[config.mk]
export PLATFORM = sky130hd
export DESIGN_NAME = cube_sphere_vertex_index_gen_core
export DESIGN_NICKNAME = d
export VERILOG_FILES = /design/src/sv/csv_pkg.sv /design/src/sv/csv_fifo.sv /design/src/sv/csv_front.sv /design/src/sv/csv_back.sv /design/src/sv/cube_sphere_vertex_index_gen_core.sv
export SDC_FILE = /design/constraint.sdc
export NUM_CORES = 2
export LEC_CHECK = 0
export BUFFER_PORTS_ARGS = -buffer_cell sky130_fd_sc_hd__clkbuf_2
export CAP_MARGIN = 20
export CORE_MARGIN = 8
export CORE_UTILIZATION = 40
export DETAILED_ROUTE_END_ITERATION = 7
export SLEW_MARGIN = 20
export SYNTH_ARGS = -nofsm -noshare
export SYNTH_HDL_FRONTEND = slang
export SYNTH_SLANG_ARGS = --single-unit
[constraint.sdc]
create_clock -name clk_i -period 21.9 [get_ports clk_i]
set_input_delay 4.38 -clock clk_i [delete_from_list [all_inputs] [get_ports clk_i]]
set_output_delay 4.38 -clock clk_i [all_outputs]
set_load 0.01 [all_outputs]
[src/sv/csv_pkg.sv]
// shared types and constants for the cube sphere vertex and index generator
package csv_pkg;

  typedef enum logic [1:0] {
    KIND_VERTEX = 2'd0,
    KIND_INDEX  = 2'd1,
    KIND_REJECT = 2'd2
  } kind_e;

  localparam logic CFG_RESOLUTION = 1'b0;
  localparam logic CFG_RADIUS     = 1'b1;

  localparam logic [8:0]  RES_RESET    = 9'd10;
  localparam logic [15:0] RADIUS_RESET = 16'd256;

  localparam int NW       = 20;
  localparam int SQRT_W   = 25;
  localparam int DIV_W    = 17;
  localparam int NUM_W    = 41;

  typedef struct packed {
    logic [2:0] face;
    logic [7:0] grid_x;
    logic [7:0] grid_y;
  } in_t;

  typedef struct packed {
    kind_e              kind;
    logic signed [23:0] coord_x;
    logic signed [23:0] coord_y;
    logic signed [23:0] coord_z;
    logic [18:0]        vertex_index;
    logic               last;
  } out_t;

  typedef struct packed {
    logic               reject;
    logic               edge_pt;
    logic signed [9:0]  p_x;
    logic signed [9:0]  p_y;
    logic signed [9:0]  p_z;
    logic [NW-1:0]      norm2;
    logic [18:0]        base;
    logic [8:0]         res;
  } work_t;

endpackage

[src/sv/csv_fifo.sv]
// small first-in first-out queue of packed items
module csv_fifo #(
  parameter type T     = logic,
  parameter int  DEPTH = 2
) (
  input  logic clk_i,
  input  logic rst_ni,
  input  logic push_i,
  input  T     data_i,
  output logic full_o,
  input  logic pop_i,
  output logic empty_o,
  output T     data_o
);
  localparam int AW = (DEPTH > 1) ? $clog2(DEPTH) : 1;
  localparam int CW = $clog2(DEPTH + 1);

  T              mem_q [DEPTH];
  logic [AW-1:0] wr_q, rd_q;
  logic [CW-1:0] cnt_q;
  logic          do_push, do_pop;

  assign full_o  = (cnt_q == CW'(DEPTH));
  assign empty_o = (cnt_q == '0);
  assign do_push = push_i && !full_o;
  assign do_pop  = pop_i && !empty_o;
  assign data_o  = mem_q[rd_q];

  always_ff @(posedge clk_i) begin
    if (do_push) begin
      mem_q[wr_q] <= data_i;
    end
  end

  always_ff @(posedge clk_i or negedge rst_ni) begin
    if (!rst_ni) begin
      wr_q  <= '0;
      rd_q  <= '0;
      cnt_q <= '0;
    end else begin
      if (do_push) begin
        wr_q <= (wr_q == AW'(DEPTH - 1)) ? '0 : wr_q + 1'b1;
      end
      if (do_pop) begin
        rd_q <= (rd_q == AW'(DEPTH - 1)) ? '0 : rd_q + 1'b1;
      end
      if (do_push && !do_pop) begin
        cnt_q <= cnt_q + 1'b1;
      end else if (do_pop && !do_push) begin
        cnt_q <= cnt_q - 1'b1;
      end
    end
  end

endmodule

[src/sv/csv_front.sv]
// front end: clamps resolution, rejects bad points, forms the cube point and index base
module csv_front #(
  parameter int MAX_RESOLUTION = 256
) (
  input  csv_pkg::in_t   item_i,
  input  logic [8:0]     res_i,
  output csv_pkg::work_t work_o
);
  import csv_pkg::*;

  localparam logic [9:0] MaxR = (MAX_RESOLUTION > 511) ? 10'd511 : 10'(MAX_RESOLUTION);

  logic [9:0]        r10;
  logic [8:0]        r;
  logic signed [9:0] d, u, v;
  logic [19:0]       dd, uu, vv;
  logic [17:0]       rr;
  logic [20:0]       base_full;

  always_comb begin
    r10 = {1'b0, res_i};
    if (r10 < 10'd2) begin
      r10 = 10'd2;
    end
    if (r10 > MaxR) begin
      r10 = MaxR;
    end
    r = r10[8:0];
    d = $signed({1'b0, r}) - 10'sd1;
    u = $signed({1'b0, item_i.grid_x, 1'b0}) - d;
    v = $signed({1'b0, item_i.grid_y, 1'b0}) - d;
    dd = 20'(d * d);
    uu = 20'(u * u);
    vv = 20'(v * v);
    rr = 18'(r * r);

    work_o = '0;
    work_o.reject  = (item_i.face > 3'd5) || ({1'b0, item_i.grid_x} >= r)
                     || ({1'b0, item_i.grid_y} >= r);
    work_o.edge_pt = ({1'b0, item_i.grid_x} == r - 9'd1)
                     || ({1'b0, item_i.grid_y} == r - 9'd1);
    work_o.norm2   = dd + uu + vv;
    work_o.res     = r;
    base_full      = 21'(item_i.grid_x) + 21'(item_i.grid_y * r) + 21'(rr * item_i.face);
    work_o.base    = base_full[18:0];
    case (item_i.face)
      3'd0: begin
        work_o.p_x = d;  work_o.p_y = -v; work_o.p_z = u;
      end
      3'd1: begin
        work_o.p_x = -d; work_o.p_y = -v; work_o.p_z = -u;
      end
      3'd2: begin
        work_o.p_x = u;  work_o.p_y = d;  work_o.p_z = -v;
      end
      3'd3: begin
        work_o.p_x = -u; work_o.p_y = -d; work_o.p_z = -v;
      end
      3'd4: begin
        work_o.p_x = -v; work_o.p_y = u;  work_o.p_z = d;
      end
      3'd5: begin
        work_o.p_x = -v; work_o.p_y = -u; work_o.p_z = -d;
      end
      default: begin
        work_o.p_x = '0; work_o.p_y = '0; work_o.p_z = '0;
      end
    endcase
  end

endmodule

[src/sv/csv_back.sv]
// back end: square root, three dividers, radius scaling and result sequencing
module csv_back (
  input  logic           clk_i,
  input  logic           rst_ni,
  input  logic [15:0]    radius_i,
  input  logic           work_empty_i,
  input  csv_pkg::work_t work_i,
  output logic           work_pop_o,
  input  logic           res_full_i,
  output logic           res_push_o,
  output csv_pkg::out_t  res_o
);
  import csv_pkg::*;

  typedef enum logic [2:0] {
    ST_IDLE, ST_SQRT, ST_DIV, ST_SCALE, ST_VERT, ST_IDX, ST_REJ
  } state_e;

  state_e            st_q;
  work_t             w_q;
  logic [49:0]       m_q;
  logic [26:0]       srem_q;
  logic [SQRT_W-1:0] root_q;
  logic [4:0]        cnt_q;
  logic [NUM_W-1:0]  dnum_q [3];
  logic [25:0]       drem_q [3];
  logic [DIV_W-1:0]  quo_q  [3];
  logic              neg_q  [3];
  logic [23:0]       crd_q  [3];

  logic [28:0]       s_t, s_trial;
  logic [SQRT_W-1:0] len;
  logic [25:0]       dvs;
  logic [26:0]       d_t [3];
  logic signed [9:0] pc [3];
  logic [9:0]        mag [3];
  logic [NUM_W-1:0]  num0 [3];
  logic [15:0]       qs [3];
  logic [32:0]       prod [3];
  logic [23:0]       cmag [3];
  logic [18:0]       idx;

  assign work_pop_o = (st_q == ST_IDLE) && !work_empty_i;
  assign res_push_o = ((st_q == ST_VERT) || (st_q == ST_IDX) || (st_q == ST_REJ)) && !res_full_i;

  always_comb begin
    s_t     = {srem_q, m_q[49:48]};
    s_trial = {2'b00, root_q, 2'b01};
    len     = (root_q == '0) ? SQRT_W'(1) : root_q;
    dvs     = {len, 1'b0};
    pc[0]   = w_q.p_x;
    pc[1]   = w_q.p_y;
    pc[2]   = w_q.p_z;
    for (int i = 0; i < 3; i++) begin
      mag[i]  = pc[i][9] ? 10'(-pc[i]) : pc[i];
      num0[i] = {mag[i], 31'b0} + NUM_W'(len);
      d_t[i]  = {drem_q[i], dnum_q[i][NUM_W-1]};
      if (neg_q[i]) begin
        qs[i] = (quo_q[i] > 17'd32768) ? 16'd32768 : quo_q[i][15:0];
      end else begin
        qs[i] = (quo_q[i] > 17'd32767) ? 16'd32767 : quo_q[i][15:0];
      end
      prod[i] = 33'(qs[i] * radius_i) + 33'd128;
      cmag[i] = prod[i][31:8];
    end
    case (cnt_q[2:0])
      3'd1:    idx = w_q.base + 19'(w_q.res);
      3'd2:    idx = w_q.base + 19'(w_q.res) + 19'd1;
      3'd4:    idx = w_q.base + 19'(w_q.res) + 19'd1;
      3'd5:    idx = w_q.base + 19'd1;
      default: idx = w_q.base;
    endcase
    res_o = '0;
    case (st_q)
      ST_VERT: begin
        res_o.kind    = KIND_VERTEX;
        res_o.coord_x = crd_q[0];
        res_o.coord_y = crd_q[1];
        res_o.coord_z = crd_q[2];
        res_o.last    = w_q.edge_pt;
      end
      ST_IDX: begin
        res_o.kind         = KIND_INDEX;
        res_o.vertex_index = idx;
        res_o.last         = (cnt_q == 5'd5);
      end
      ST_REJ: begin
        res_o.kind = KIND_REJECT;
        res_o.last = 1'b1;
      end
      default: res_o = '0;
    endcase
  end

  always_ff @(posedge clk_i or negedge rst_ni) begin
    if (!rst_ni) begin
      st_q   <= ST_IDLE;
      cnt_q  <= '0;
      w_q    <= '0;
      m_q    <= '0;
      srem_q <= '0;
      root_q <= '0;
      for (int i = 0; i < 3; i++) begin
        dnum_q[i] <= '0;
        drem_q[i] <= '0;
        quo_q[i]  <= '0;
        neg_q[i]  <= 1'b0;
        crd_q[i]  <= '0;
      end
    end else begin
      case (st_q)
        ST_IDLE: begin
          if (!work_empty_i) begin
            w_q    <= work_i;
            m_q    <= {work_i.norm2, 30'b0};
            srem_q <= '0;
            root_q <= '0;
            cnt_q  <= 5'(SQRT_W - 1);
            st_q   <= work_i.reject ? ST_REJ : ST_SQRT;
          end
        end
        ST_SQRT: begin
          m_q <= {m_q[47:0], 2'b00};
          if (s_t >= s_trial) begin
            srem_q <= 27'(s_t - s_trial);
            root_q <= {root_q[SQRT_W-2:0], 1'b1};
          end else begin
            srem_q <= s_t[26:0];
            root_q <= {root_q[SQRT_W-2:0], 1'b0};
          end
          if (cnt_q == '0) begin
            st_q  <= ST_DIV;
            cnt_q <= 5'(DIV_W);
          end else begin
            cnt_q <= cnt_q - 1'b1;
          end
        end
        ST_DIV: begin
          for (int i = 0; i < 3; i++) begin
            if (cnt_q == 5'(DIV_W)) begin
              neg_q[i]  <= pc[i][9];
              drem_q[i] <= {2'b00, num0[i][NUM_W-1:DIV_W]};
              dnum_q[i] <= {num0[i][DIV_W-1:0], 24'b0};
              quo_q[i]  <= '0;
            end else begin
              dnum_q[i] <= {dnum_q[i][NUM_W-2:0], 1'b0};
              if (d_t[i] >= {1'b0, dvs}) begin
                drem_q[i] <= 26'(d_t[i] - {1'b0, dvs});
                quo_q[i]  <= {quo_q[i][DIV_W-2:0], 1'b1};
              end else begin
                drem_q[i] <= d_t[i][25:0];
                quo_q[i]  <= {quo_q[i][DIV_W-2:0], 1'b0};
              end
            end
          end
          if (cnt_q == '0) begin
            st_q <= ST_SCALE;
          end else begin
            cnt_q <= cnt_q - 1'b1;
          end
        end
        ST_SCALE: begin
          for (int i = 0; i < 3; i++) begin
            crd_q[i] <= neg_q[i] ? 24'(-cmag[i]) : cmag[i];
          end
          st_q <= ST_VERT;
        end
        ST_VERT: begin
          if (!res_full_i) begin
            cnt_q <= '0;
            st_q  <= w_q.edge_pt ? ST_IDLE : ST_IDX;
          end
        end
        ST_IDX: begin
          if (!res_full_i) begin
            if (cnt_q == 5'd5) begin
              st_q <= ST_IDLE;
            end else begin
              cnt_q <= cnt_q + 1'b1;
            end
          end
        end
        ST_REJ: begin
          if (!res_full_i) begin
            st_q <= ST_IDLE;
          end
        end
        default: st_q <= ST_IDLE;
      endcase
    end
  end

  a_root_nonzero: assert property (@(posedge clk_i) disable iff (!rst_ni)
    (st_q == ST_DIV) |-> (root_q != '0))
    else $error("square root is zero at divide");
  a_idx_done: assert property (@(posedge clk_i) disable iff (!rst_ni)
    (st_q == ST_IDX && res_push_o && cnt_q == 5'd5) |=> (st_q == ST_IDLE))
    else $error("index run did not end after six transfers");
  a_scale_next: assert property (@(posedge clk_i) disable iff (!rst_ni)
    (st_q == ST_SCALE) |=> (st_q == ST_VERT))
    else $error("scaling not followed by vertex transfer");

endmodule

[src/sv/cube_sphere_vertex_index_gen_core.sv]
// top level of the cube sphere vertex and index generator
// a rejected point gives a single reject result; a vertex item passes the root steps,
// the divide steps and a scale step, then gives its vertex result and six index results,
// or the vertex result alone at the grid edge; the back end takes no new item until done
// queues of two entries sit on both sides
// reset: asynchronous active low, queues empty, resolution 10, radius 256
module cube_sphere_vertex_index_gen_core #(
  parameter int MAX_RESOLUTION = 256
) (
  input  logic          clk_i,
  input  logic          rst_ni,
  input  logic          push,
  output logic          full,
  input  csv_pkg::in_t  in_data_i,
  output logic          empty,
  input  logic          pop,
  output csv_pkg::out_t res_data_o,
  input  logic          cfg_we_i,
  input  logic          cfg_idx_i,
  input  logic [15:0]   cfg_data_i
);
  import csv_pkg::*;

  logic [8:0]  res_q;
  logic [15:0] rad_q;
  work_t       front_work, q_work;
  logic        wq_empty, wq_pop, res_full, res_push;
  out_t        back_res;

  always_ff @(posedge clk_i or negedge rst_ni) begin
    if (!rst_ni) begin
      res_q <= RES_RESET;
      rad_q <= RADIUS_RESET;
    end else if (cfg_we_i) begin
      if (cfg_idx_i == CFG_RESOLUTION) begin
        res_q <= cfg_data_i[8:0];
      end else begin
        rad_q <= cfg_data_i;
      end
    end
  end

  csv_front #(.MAX_RESOLUTION(MAX_RESOLUTION)) u_front (
    .item_i (in_data_i),
    .res_i  (res_q),
    .work_o (front_work)
  );

  csv_fifo #(.T(work_t), .DEPTH(2)) u_work_q (
    .clk_i   (clk_i),
    .rst_ni  (rst_ni),
    .push_i  (push),
    .data_i  (front_work),
    .full_o  (full),
    .pop_i   (wq_pop),
    .empty_o (wq_empty),
    .data_o  (q_work)
  );

  csv_back u_back (
    .clk_i        (clk_i),
    .rst_ni       (rst_ni),
    .radius_i     (rad_q),
    .work_empty_i (wq_empty),
    .work_i       (q_work),
    .work_pop_o   (wq_pop),
    .res_full_i   (res_full),
    .res_push_o   (res_push),
    .res_o        (back_res)
  );

  csv_fifo #(.T(out_t), .DEPTH(2)) u_res_q (
    .clk_i   (clk_i),
    .rst_ni  (rst_ni),
    .push_i  (res_push),
    .data_i  (back_res),
    .full_o  (res_full),
    .pop_i   (pop),
    .empty_o (empty),
    .data_o  (res_data_o)
  );

endmodule
==> key figures <==
Setup path
  • CP startpoint kind: input pin
  • Largest fanout on the critical path: 12
  • Max stage delay cell, worst path: fa_1
  • CP delay by family, top: adder cells
  • WP data required: 22,330 ps
  • Critical path type: input pin to flip-flop
  • Critical Path AT: 13,940 ps
  • Crit. End Element: flip-flop
  • Crit path largest cell delay: 520 ps
  • Most used cell, CP: fa_1
  • CP bufs+invs: 7
  • R2R Setup Slk: 8800 ps

Worst hold path
  • Worst hold path type: flip-flop to flip-flop

Place
  • Post-DP HPWL: 166,000 um
  • GPL Wtd Cong: 0.902
  • Number of port buffers: 136

Status
  • Status: finished clean

Cells and area
  • Nets: 10,400
  • Register area: 0.0200 sq mm
  • Area used by multi-input combinational logic: 0.0556 sq mm
  • Synth-to-Final Area Change: 7.79%
  • Fillcell total: 19,800
  • Fraction of final layout cells sized beyond drive strength 1: 0.0691

Clock network
  • # Post-CTS Setup Buffers: 0
  • CTS clk-pin slew, worst paths: 60 ps
  • Clk Latency, worst-skew pair: 710 ps
  • CTS resizes: 0
  • TritonCTS clock tree: done
  • H-tree depth: 3
  • Root Driver: clkbuf_16
  • Clock sink total: 730
  • Clock tree buffer depth: 3
  • Number of buffers created by CTS: 82
  • Hold-fix buffers, CTS: 0

Floorplanning
  • Die Span Y: 469 um
  • Initial core utilization: 0.401
  • Chip Width: 469 um
  • Core area: 0.204 sq mm
  • DIE AREA: 0.220 sq mm
  • Rows: 166
  • I/O Pins: 137

Timing
  • Unrepaired setup endpoints after global routing: false
  • Final setup viols: 0
  • Sum Neg Setup Slack: 0 ps
  • F_max: 74.0 MHz
  • Hold Violations, Final: 0
  • Fin crit share: 0.617
  • Final Skew: 51.2 ps
  • Rel. slew slack: 0.268
  • Clock period minus worst slack: 13,510 ps
  • Fin. max-slew vios: 0
  • Worst slew pin tran: 1100 ps

Logic synthesis
  • Synth unique cells: 115
  • Synthesized area: 0.0821 sq mm
  • Syn Area/Cell: 9.46 sq um
  • Async SR Flop Fraction: 0.532
  • Post-synth EDFFs: 342
  • Share of the yosys chip area belonging to registers: 0.244
  • Yosys reg bits: 730
  • Top_reg_cell synth: dfrtp_1
  • Synth Instances: 8,673
  • Synth warnings: 0

GRT
  • Global-route wire length before repair: 349,000 um
  • Initial antenna violation count: 6
  • Number of global-route vias before repair: 63,000
  • Grt ovf: 0
  • Gr usage total: 0.197
  • Largest net degree at the start of global routing: 138

Route
  • Post-route ant nets: 0
  • DR WL/cell: 19.1 um
  • Via density: 5.30
  • Drt first pass iters: 6
  • First DRT Iteration DRCs: 4,033
  • Vias: 60,300
  • Drt total wl: 217,000 um
  • DRC viols: 0

Flow run
  • MaxCap Viol Count: 0
## cells in the mapped netlist (32+ instances only)
| cell type | instances | area, sq um |
|---|---|---|
| a21o_1 | 102 | 766 |
| a21oi_1 | 273 | 1370 |
| a22o_1 | 67 | 587 |
| a31oi_1 | 70 | 438 |
| and2_1 | 357 | 2230 |
| and3_1 | 98 | 613 |
| buf_1 | 36 | 135 |
| clkbuf_1 | 363 | 1360 |
| dfrtp_1 | 385 | 9630 |
| edfxtp_1 | 342 | 10300 |
| fa_1 | 1005 | 20100 |
| ha_1 | 691 | 8650 |
| inv_1 | 1357 | 5090 |
| mux2_2 | 126 | 1420 |
| mux2i_1 | 125 | 1250 |
| nand2_1 | 1100 | 4130 |
| nand2b_1 | 49 | 307 |
| nand3_1 | 127 | 636 |
| nor2_1 | 394 | 1480 |
| nor2b_1 | 47 | 294 |
| nor3_1 | 132 | 661 |
| o211ai_1 | 32 | 240 |
| o21ai_0 | 399 | 2000 |
| o21bai_1 | 34 | 255 |
| o31ai_1 | 39 | 293 |
| xnor2_1 | 261 | 2290 |
| xor2_1 | 141 | 1230 |
## per-stage QoR
step           hold slack [ps]  instances  setup WS (ps)  utilization  instance area (sq um)
2_1_floorplan              442       8708           9040            -                  82200
3_3_place_gp               458      11200           7860        0.419                  85600
3_5_place_dp               464      11200           7760        0.419                  85600
4_1_cts                    476      11400           8510        0.433                  88400
5_1_grt                    505      11400           7720        0.433                  88400
6_report                   470      11400           8390        0.433                  88500
## sequential cells by signal (all words and copies together), names as in the netlist, 2 cells and up
name            count
u_back.srem_q      27
u_back.st_q         3
rad_q              16
u_back.neg_q        3
u_back.cnt_q        5
u_back.pc          28
u_back.d_t         77
res_q               9
u_back.crd_q       72
u_back.m_q         19
u_back.root_q      25
u_back.quo_q       51
u_back.dnum_q      16
u_work_q.mem_q    154
u_work_q.cnt_q      2
u_back.w_q         29
u_res_q.mem_q     188
u_res_q.cnt_q       2
## final timing paths
path	from	to	depth (start not counted)
max	in_data_i[0]	u_work_q.mem_q[1][47]$_DFFE_PP_	37
min	u_back.crd_q[41]$_DFFE_PN0P_	u_back.crd_q[41]$_DFFE_PN0P_	2
max reg2reg	res_q[4]$_DFFE_PN0P_	u_work_q.mem_q[1][47]$_DFFE_PP_	42
min reg2reg	u_back.crd_q[41]$_DFFE_PN0P_	u_back.crd_q[41]$_DFFE_PN0P_	2
max in group asynchronous	rst_ni	rad_q[7]$_DFFE_PN0P_	4
min in group asynchronous	rst_ni	u_back.w_q[26]$_DFFE_PN0P_	1
## worst min-delay path, cell delays in order (launching register included)
cell	delay, ps
dfrtp_1	330
nand2_1	40
o21ai_0	60
## cell usage in the layout (no fill, tap or decap), drive strengths merged, types with 142 or more instances in the layout
cell type,Yosys,routed
nor2,394,394
clkbuf,363,246
inv,1363,1372
fa,1005,1005
o21ai,418,418
a21oi,276,276
edfxtp,342,342
xnor2,264,264
ha,691,691
nand2,1100,1100
and2,357,357
dfrtp,385,385
xor2,142,142
## cell type report
| type | instances | share of cell area |
|---|---|---|
| antenna | 7 | 0.000198 |
| clock buffer | 111 | 0.0257 |
| sequential | 730 | 0.226 |
| multi-input combinational | 6196 | 0.629 |
| timing repair buffer | 236 | 0.0164 |
| inverter | 1371 | 0.0582 |
| tap | 2688 | 0.0380 |
| clock inverter | 42 | 0.00661 |
## logic make-up after synthesis
logic type	share of synthesized area
adders and majority gates	0.351
buffers and inverters	0.0819
AOI/OAI and AO/OA	0.106
and+or+nand+nor	0.141
DFF	0.244
other	0.0000915
xor gates and xnor gates	0.0440
muxes	0.0325
## routing by layer
metal	vias up	global-route usage	share of wire
met5	-	0	0
met4	0	0.0630	0.032
met3	335	0.0210	0.048
met2	1486	0.341	0.49
met1	30300	0.260	0.43
li1	28200	-	-
Power is not shown: default switching activity piles up to over one toggle a cycle in this logic, so the estimate is an artifact.
